## src/rtl/core/periodic_interval_timer_core_assert.svh

```systemverilog
// Assertion macros for the periodic interval timer core.
`ifndef PERIODIC_INTERVAL_TIMER_CORE_ASSERT_SVH
`define PERIODIC_INTERVAL_TIMER_CORE_ASSERT_SVH

`ifndef SYNTH
`define PIT_ASSERT(label, prop, msg) \
  label: assert property (@(posedge clk_i) disable iff (!rst_ni) (prop)) else $error(msg);
`define PIT_ASSERT_NEXT(label, ante, cons, msg) \
  label: assert property (@(posedge clk_i) disable iff (!rst_ni) (ante) |=> (cons)) \
    else $error(msg);
`else
`define PIT_ASSERT(label, prop, msg)
`define PIT_ASSERT_NEXT(label, ante, cons, msg)
`endif

`endif

```

## src/rtl/core/pit_pkg.sv

```systemverilog
// Types and constants shared by the periodic interval timer core.
`timescale 1ns / 1ps
`default_nettype none

package pit_pkg;

  // stream word widths; the tdata widths are padded to whole bytes
  localparam int unsigned IN_TDATA_W  = 40;
  localparam int unsigned IN_TUSER_W  = 2;
  localparam int unsigned OUT_TDATA_W = 40;

  localparam int unsigned OFFSET_W = 4;
  localparam int unsigned DATA_W   = 32;

  typedef enum logic [1:0] {
    OP_TICK  = 2'd0,
    OP_READ  = 2'd1,
    OP_WRITE = 2'd2
  } pit_op_e;

  // register byte offsets
  localparam logic [OFFSET_W-1:0] OFF_MODE   = 4'd0;
  localparam logic [OFFSET_W-1:0] OFF_STATUS = 4'd4;
  localparam logic [OFFSET_W-1:0] OFF_VALUE  = 4'd8;
  localparam logic [OFFSET_W-1:0] OFF_IMAGE  = 4'd12;

  // mode register layout
  localparam logic [DATA_W-1:0] MODE_RESET   = 32'h000f_ffff;
  localparam int unsigned       MODE_EN_BIT  = 24;
  localparam int unsigned       MODE_IRQ_BIT = 25;

endpackage

`default_nettype wire

```

## src/rtl/core/periodic_interval_timer_core.sv

```systemverilog
// Periodic interval timer core: bus registers and counters behind a stream port.
`timescale 1ns / 1ps
`default_nettype none

// Periodic interval timer with mode, status, value and image registers. Each
// input word is a prescaled tick, a bus read or a bus write (selected by
// tuser); each one yields exactly one output word carrying the read data (zero
// for anything but a mapped read) and the interrupt level after that word.
// The core takes one word per clock cycle and keeps that rate indefinitely as
// long as the output side is ready. A word passes an input register and a
// result register: it lands in the input register at the accepting edge, and
// its result moves into the result register once that one is free, where it is
// presented on the output. All counter and register updates happen in the
// single step between the two registers.
// While a result waits, the input register still takes the next word if it is
// empty; once it is full behind a stalled result, the input side is held off.
// Reading the value register returns elapsed count and period count and then
// clears status, period count and interrupt; reading the image register does
// not clear. Writing mode zeroes the elapsed counter.
module periodic_interval_timer_core #(
  parameter int unsigned COUNT_WIDTH   = 20,
  parameter int unsigned PERIODS_WIDTH = 12
) (
  input  wire logic                              clk_i,
  input  wire logic                              rst_ni,
  input  wire logic                              s_axis_tvalid_i,
  output logic                                   s_axis_tready_o,
  // [3:0] reg_offset, [35:4] write_data, [39:36] zero
  input  wire logic [pit_pkg::IN_TDATA_W-1:0]    s_axis_tdata_i,
  // [1:0] opcode
  input  wire logic [pit_pkg::IN_TUSER_W-1:0]    s_axis_tuser_i,
  output logic                                   m_axis_tvalid_o,
  input  wire logic                              m_axis_tready_i,
  // [31:0] read_data, [32] irq_line, [39:33] zero
  output logic [pit_pkg::OUT_TDATA_W-1:0]        m_axis_tdata_o
);

  import pit_pkg::*;

  // input register
  logic                in_valid_q;
  pit_op_e             in_op_q;
  logic [OFFSET_W-1:0] in_off_q;
  logic [DATA_W-1:0]   in_data_q;

  // result register
  logic              out_valid_q;
  logic [DATA_W-1:0] out_data_q;
  logic              out_irq_q;

  // timer state
  logic [DATA_W-1:0]        mode_q, mode_d;
  logic                     status_q, status_d;
  logic [PERIODS_WIDTH-1:0] period_q, period_d;
  logic [COUNT_WIDTH-1:0]   elapsed_q, elapsed_d;
  logic                     irq_q, irq_d;
  logic [DATA_W-1:0]        rdata_d;

  logic                   advance;
  logic                   in_fire;
  logic                   step;
  logic [COUNT_WIDTH-1:0] interval;
  logic [63:0]            value_wide;
  logic [DATA_W-1:0]      value_word;

  // The result register frees when empty or taken; the input register frees
  // when empty or when its word moves on.
  assign advance         = !out_valid_q || m_axis_tready_i;
  assign s_axis_tready_o = !in_valid_q || advance;
  assign in_fire         = s_axis_tvalid_i && s_axis_tready_o;
  assign step            = in_valid_q && advance;

  assign interval   = mode_q[COUNT_WIDTH-1:0];
  // elapsed count low, period count above it, truncated to the bus width
  assign value_wide = (64'(period_q) << COUNT_WIDTH) | 64'(elapsed_q);
  assign value_word = value_wide[DATA_W-1:0];

  always_comb begin
    mode_d    = mode_q;
    status_d  = status_q;
    period_d  = period_q;
    elapsed_d = elapsed_q;
    irq_d     = irq_q;
    rdata_d   = '0;
    unique case (in_op_q)
      OP_TICK: begin
        // advance only while enabled; wrap when the interval is reached
        if (mode_q[MODE_EN_BIT]) begin
          if (elapsed_q == interval) begin
            elapsed_d = '0;
            status_d  = 1'b1;
            period_d  = period_q + 1'b1;
            if (mode_q[MODE_IRQ_BIT]) begin
              irq_d = 1'b1;
            end
          end else begin
            elapsed_d = elapsed_q + 1'b1;
          end
        end
      end
      OP_READ: begin
        unique case (in_off_q)
          OFF_MODE:   rdata_d = mode_q;
          OFF_STATUS: rdata_d = DATA_W'(status_q);
          OFF_VALUE: begin
            // return the old period count, then drop status, periods and irq
            rdata_d  = value_word;
            status_d = 1'b0;
            period_d = '0;
            irq_d    = 1'b0;
          end
          OFF_IMAGE:  rdata_d = value_word;
          default:    rdata_d = '0;
        endcase
      end
      OP_WRITE: begin
        if (in_off_q == OFF_MODE) begin
          mode_d    = in_data_q;
          elapsed_d = '0;
        end
      end
      default: ;
    endcase
  end

  // control and timer state
  always_ff @(posedge clk_i or negedge rst_ni) begin
    if (!rst_ni) begin
      in_valid_q  <= 1'b0;
      out_valid_q <= 1'b0;
      mode_q      <= MODE_RESET;
      status_q    <= 1'b0;
      period_q    <= '0;
      elapsed_q   <= '0;
      irq_q       <= 1'b0;
    end else begin
      if (s_axis_tready_o) begin
        in_valid_q <= s_axis_tvalid_i;
      end
      if (advance) begin
        out_valid_q <= in_valid_q;
      end
      if (step) begin
        mode_q    <= mode_d;
        status_q  <= status_d;
        period_q  <= period_d;
        elapsed_q <= elapsed_d;
        irq_q     <= irq_d;
      end
    end
  end

  // payload registers: hold while stalled
  always_ff @(posedge clk_i) begin
    if (in_fire) begin
      in_op_q   <= pit_op_e'(s_axis_tuser_i);
      in_off_q  <= s_axis_tdata_i[OFFSET_W-1:0];
      in_data_q <= s_axis_tdata_i[OFFSET_W +: DATA_W];
    end
    if (step) begin
      out_data_q <= rdata_d;
      out_irq_q  <= irq_d;
    end
  end

  assign m_axis_tvalid_o = out_valid_q;
  assign m_axis_tdata_o  = {(OUT_TDATA_W - DATA_W - 1)'(0), out_irq_q, out_data_q};

`include "periodic_interval_timer_core_assert.svh"

  // the counter never runs past the interval field
  `PIT_ASSERT(a_elapsed_in_range, elapsed_q <= interval, "elapsed count beyond interval")
  // the level in a fresh result is the level the timer now holds
  `PIT_ASSERT_NEXT(a_irq_matches, step, out_irq_q == irq_q, "result irq differs from state")
  // a value read clears status, period count and interrupt
  `PIT_ASSERT_NEXT(a_value_clears, step && in_op_q == OP_READ && in_off_q == OFF_VALUE, !status_q && !irq_q && period_q == '0, "value read did not clear")
  // a disabled timer ignores ticks
  `PIT_ASSERT_NEXT(a_disabled_hold, step && in_op_q == OP_TICK && !mode_q[MODE_EN_BIT], $stable(elapsed_q) && $stable(period_q), "tick moved a disabled timer")

endmodule

`default_nettype wire

```

## config.mk

```make
export PLATFORM = sky130hd
export DESIGN_NAME = periodic_interval_timer_core
export DESIGN_NICKNAME = d
export VERILOG_FILES = /design/src/rtl/core/pit_pkg.sv /design/src/rtl/core/periodic_interval_timer_core.sv
export VERILOG_INCLUDE_DIRS = /design/src /design/src/rtl/core
export SDC_FILE = /design/constraint.sdc
export NUM_CORES = 1
export LEC_CHECK = 0
export BUFFER_PORTS_ARGS = -buffer_cell sky130_fd_sc_hd__buf_4
export CAP_MARGIN = 25
export CORE_MARGIN = 3
export CORE_UTILIZATION = 55
export CTS_BUF_LIST = sky130_fd_sc_hd__clkbuf_16
export DETAILED_ROUTE_END_ITERATION = 7
export PLACE_DENSITY = 0.78
export RECOVER_POWER = 25
export SKIP_LAST_GASP = 1
export SYNTH_ARGS = -nofsm -noshare
export SYNTH_HDL_FRONTEND = slang
export SYNTH_SLANG_ARGS = --single-unit
```

## constraint.sdc

```tcl
create_clock -name clk_i -period 3.1 [get_ports clk_i]
set_clock_uncertainty 0.15 [all_clocks]
set_input_delay 0.155 -clock clk_i [delete_from_list [all_inputs] [get_ports clk_i]]
set_output_delay 0.155 -clock clk_i [all_outputs]
set_load 0.02 [all_outputs]
```

Word-level counts from Yosys, hierarchy flattened
Cells that the tools add are included.
Word-level totals
  input port bits: 46
  register bits after elaboration: 139
Operators by class
  multiplexer cells: 18
  reduce and logical (&&, ||, !) cells: 14
  equality and inequality tests: 10
  $add $sub $neg: 2
  bitwise operators: 1
Operator list (count)
  case mux 32 bit (3 select lines): 1
  two-way mux 20 bit: 3
  case mux 20 bit (2 select lines): 1
  two-way mux 12 bit: 3
  OR 32 x 20 -> 32 bit: 1
  case mux 12 bit (2 select lines): 1
  adder 20 x 1 -> 20 bit (second input constant): 1
  == test 20 bit: 1
  adder 12 x 1 -> 12 bit (second input constant): 1
  == test 4 bit (second input constant): 2
  != test 2 bit (second input constant): 4
  two-way mux 1 bit: 7
  AND reduction 5 bit: 1
  == test 4 x 3 -> 1 bit (second input constant): 1
  zero test 4 bit: 1
  case mux 1 bit (2 select lines): 2
  AND reduction 4 bit: 1
  nonzero test 2 bit: 2
  AND reduction 3 bit: 1
  == test 2 x 1 -> 1 bit (second input constant): 1
  == test 2 bit (second input constant): 1
  logical AND 1 bit: 2
  zero test 1 bit: 2
  zero test 2 bit: 1
  other kinds (2): 3

Longest topological paths before layout
  depth in word-level cells: 4
  depth in mapped cells: 8

Least setup slack after synthesis
OpenSTA, ideal clock, no wires.
  path kind: register to register
  from: register out_valid_q (netlist: m_axis_tvalid_o)
  to: register mode_q[20]
  data arrival time: 2.297 ns
  library setup time: 0.125 ns
  buffers on the path: 1
  period minus slack after synthesis: 2.571 ns
  data required time: 2.825 ns
  path slack: 0.529 ns
  stages on the path, launching flop included: 7
  cell sequence: dfrtp_1 -> nand2b_1 -> nand2_1 -> inv_1 -> nand3_1 -> buf_1 -> mux2_2
Between the ends
  word-level cells in the longest chain between the ends: 4
Ends and longest elaborated chain
  from (decl): line periodic_interval_timer_core.sv:47  | logic out_valid_q;
  from (signal assigned): line periodic_interval_timer_core.sv:141  | out_valid_q <= in_valid_q;
  zero test 1 bit: line periodic_interval_timer_core.sv:68  | assign advance = !out_valid_q || m_axis_tready_i;
  logical OR 1 bit: line periodic_interval_timer_core.sv:68
  logical AND 1 bit: line periodic_interval_timer_core.sv:71  | assign step = in_valid_q && advance;
  net step: line periodic_interval_timer_core.sv:61  | logic step;
  AND reduction 3 bit (no line)
  to (signal assigned): line periodic_interval_timer_core.sv:144  | mode_q <= mode_d;
  to (decl): line periodic_interval_timer_core.sv:52  | logic [DATA_W-1:0] mode_q, mode_d;
The timed path passes the listed nets, and every way through them passes these cells.
A chain may end at the register's enable or synchronous reset.

Worst setup path in the final report
  from: register elapsed_q[15]
  to: register period_q[6]
Between the ends
  word-level cells in the longest chain between the ends: 3
Ends and longest elaborated chain
  from (decl): line periodic_interval_timer_core.sv:55  | logic [COUNT_WIDTH-1:0] elapsed_q, elapsed_d;
  from (signal assigned): line periodic_interval_timer_core.sv:147  | elapsed_q <= elapsed_d;
  == test 20 bit: line periodic_interval_timer_core.sv:89  | if (elapsed_q == interval) begin
  != test 2 bit (no line)
  AND reduction 5 bit (no line)
  to (signal assigned): line periodic_interval_timer_core.sv:146  | period_q <= period_d;
  to (decl): line periodic_interval_timer_core.sv:54  | logic [PERIODS_WIDTH-1:0] period_q, period_d;
Every way passes these cells.

==> flow_summary.ini <==
[run_status]
status = complete, but fails checks
violations = max-capacitance violations, max-slew violations

[grt]
grt_max_degree = 69
antenna_found_initial = 0
overflow = 0
grt_pass1_vias = 4541
track_usage = 0.233
grt_first_pass_wirelength_um = 22700

[floorplanning]
die_h_um = 112
core-area_um2 = 10900
std_cell_rows = 38
start_util = 0.568
fp.dieArea_um2 = 12600
io_pins = 88
die_w_um = 112

[logic_synthesis]
synth_top_area_frac = 0.343
netlist_area_um2 = 6220
ys_ff_latch = 139
synthXorXnorAreaFrac = 0.0282
synth_common_cells = 71 x edfxtp_1, 50 x nor2_1, 48 x dfrtp_1
synth-edff-count = 71
yosys-top-cells-area = edfxtp_1 34%, dfrtp_1 19%, dfstp_2 8.5%, mux2_2 6.0%, a22oi_1 3.9%
syn_area_per_cell_um2 = 12.3
muxShareOfSynthArea = 0.0630
yosysMostFrequentCell = edfxtp_1
synthAdderAreaFrac = 0.00403
synthCells = 504
synth_top_area_cell = edfxtp_1
ys_warn_count = 0
synth-simple-area-share = 0.127
synth_top_family_by_area = simple AND/OR/NAND/NOR gates
synth_cell_types = 59
synth_compound_area_frac = 0.119
synth_top_flop_cell = edfxtp_1
async_flop_share = 0.489
synth_seq_area_share = 0.621

[place]
dp_hpwl_um = 8420
place_congestion = 0.903
port-buffer-count = 76
post-place-ws_ns = 0.393
placed_cell_area_um2 = 6880
dp_cells = 697

[critical_path]
ff2ff_path_depth = 6
path_max_fanout = 12
crit_family = simple AND/OR/NAND/NOR gates
r2r_slack_ns = 0.34
cp.depth = 6
r2r_end = period_q[6]
path_class = reg2reg
path_cells = xnor2_1 > nand4_1 > nor3_2 > a21oi_1 > or4_1 > o21ai_1
critical-path-max-stage-delay_ns = 0.61
worstReg2RegStart = elapsed_q[15]
cp-start-kind = flip-flop
end_kind = flip-flop
cp.required_ns = 3.30
cp_slowest_cell = or4_1
path_buf_inv = 0
cp.arrival_ns = 2.96

[power_and_ir_drop]
seq_power_share = 0.480
switchingPower_mw = 1.09
power_density_nw_per_um2 = 597
leakage_nw = 3.14
comb_power_share = 0.106
switching_share = 0.232
p_int_mw = 3.61
power_frac_clock = 0.414
total_power_mw = 4.70
peakVddDrop_mv = 0.383

[timing]
rsz0062_at_grt = false
worst_slack_ns = 0.338
worst_slew_pin_slew_ns = 1.71
relSlewSlack = -0.141
hold_violations = 0
fin_crit_sh = 0.891
setup_violations = 0
fmax_mhz = 362
finalCriticalPeriod_ns = 2.76
slew_viol_final = 69
tns_ns = 0

[final_layout]
fin_nets = 666
instances_no_fill = 771
area_growth_pct = 26.6
drive_gt1_frac = 0.273
antenna_cells = 0
final_area_um2 = 7870

[min_path]
hold_path_class = in2reg
worst_hold_path.num_cells = 2
min_to = in_op_q[1]
min_from = s_axis_tuser_i[1]

[detailed_routing]
vias = 4438
postRouteWirelength_um = 13700
drt-pass1-iter-count = 5
routed_via_density = 5.76
final_antenna_net_count = 0
drc = 0
drtIter0Drc = 333
routedWlPerCell_um = 17.8

[cts]
clock_tree.root_cell = clkbuf_16
cts_max_path_buffers = 2
cts_setup_buffers = 0
clk_latency_ns = 0.42
cts_num_sinks = 139
cts.clk_slew.worst_paths_ns = 0.05
htreeDepth = 4
cts_tree = built
numCtsBuffers = 17

[flow_run]
drv_cap = 1
per-stage QoR:
stage,hold slack (ns),util
2_1_floorplan,-0.291,-
3_3_place_gp,0.178,0.629
3_5_place_dp,0.181,0.629
4_1_cts,0.265,0.720
5_1_grt,0.305,0.719
6_report,0.318,0.719
power by group through the flow:
stage	combinational, mW	sequential, mW	clock [mW]
2_1_floorplan	0.270	2.28	0
4_1_cts	0.501	2.25	1.98
5_1_grt	0.539	2.28	2.07
3_5_place_dp	0.455	2.28	0
6_report	0.498	2.26	1.94
3_3_place_gp	0.441	2.27	0
worst max-delay path by stage:
stage	end	start	slack (ns)
finish	period_q[6]	elapsed_q[15]	0.34
global route	period_q[6]	elapsed_q[15]	0.20
CTS	period_q[6]	elapsed_q[15]	0.39
detailed placement	period_q[6]	elapsed_q[15]	0.39
global placement	period_q[6]	mode_q[15]	0.47
floorplan	mode_q[20]	m_axis_tvalid_o	0.53
metal layers:
metal	part of all wire	routed length (um)	up-vias	GRT usage
met4	0.013	184	0	0.0849
met3	0.062	846	21	0.0631
met2	0.49	6680	160	0.377
li1	-	-	2087	-
met1	0.44	6020	2170	0.306
met5	0	0	-	0
flip-flops by register name, summed over array words and instances, names as in the netlist:
register / count
out_irq_q: 1
in_off_q: 4
status_q: 1
irq_q: 1
in_valid_q: 1
in_data_q: 32
m_axis_tvalid_o: 1
period_q: 12
out_data_q: 32
mode_q: 32
elapsed_q: 20
in_op_q: 2
layout by cell type (no fill, tap or decap), types with 4 or more instances in the layout:
cell	synthesis	final
edfxtp_1	71	71
clkbuf_16	0	17
a21oi_1	8	8
nor2_1	50	50
clkbuf_4	0	38
conb_1	1	7
nand4_1	12	12
mux2_2	33	33
clkinv_1	0	5
and3_1	8	8
a21o_1	9	9
a211oi_1	4	4
o21ai_0	9	9
dfstp_2	20	20
inv_1	11	15
xnor2_1	20	20
o311ai_0	4	4
o22ai_1	5	5
nor3_1	4	4
nand2b_1	4	4
nand3_1	18	18
or3_1	4	4
dfrtp_1	48	48
a31oi_1	4	4
a22o_1	8	8
buf_4	8	48
dlygate4sd3_1	0	42
a22oi_1	32	32
nand2_1	30	30
layout make-up:
class / count / area (um^2)
sequential: 139 / 3860
tap: 140 / 175
clock inverter: 15 / 141
fill: 759 / 3070
clock buffer: 17 / 425
timing repair buffer: 129 / 1070
inverter: 11 / 41.3
multi-input combinational: 320 / 2150
cells by family after synthesis:
kind of cell	count (synthesis)
AND/OR/NAND/NOR	155
buffers and inverters	51
adder cells (fa/ha/maj)	2
multiplexers	35
XOR/XNOR	20
other	1
AO/OA/AOI/OAI	101
flip-flops	139
what timing repair did:
action | 4_1_cts | 5_1_grt
resized for setup | 0 | 0
endpoints found under the hold margin | 88 | 0
hold buffers | 42 | 0
Power figures use the tool's default switching activity.
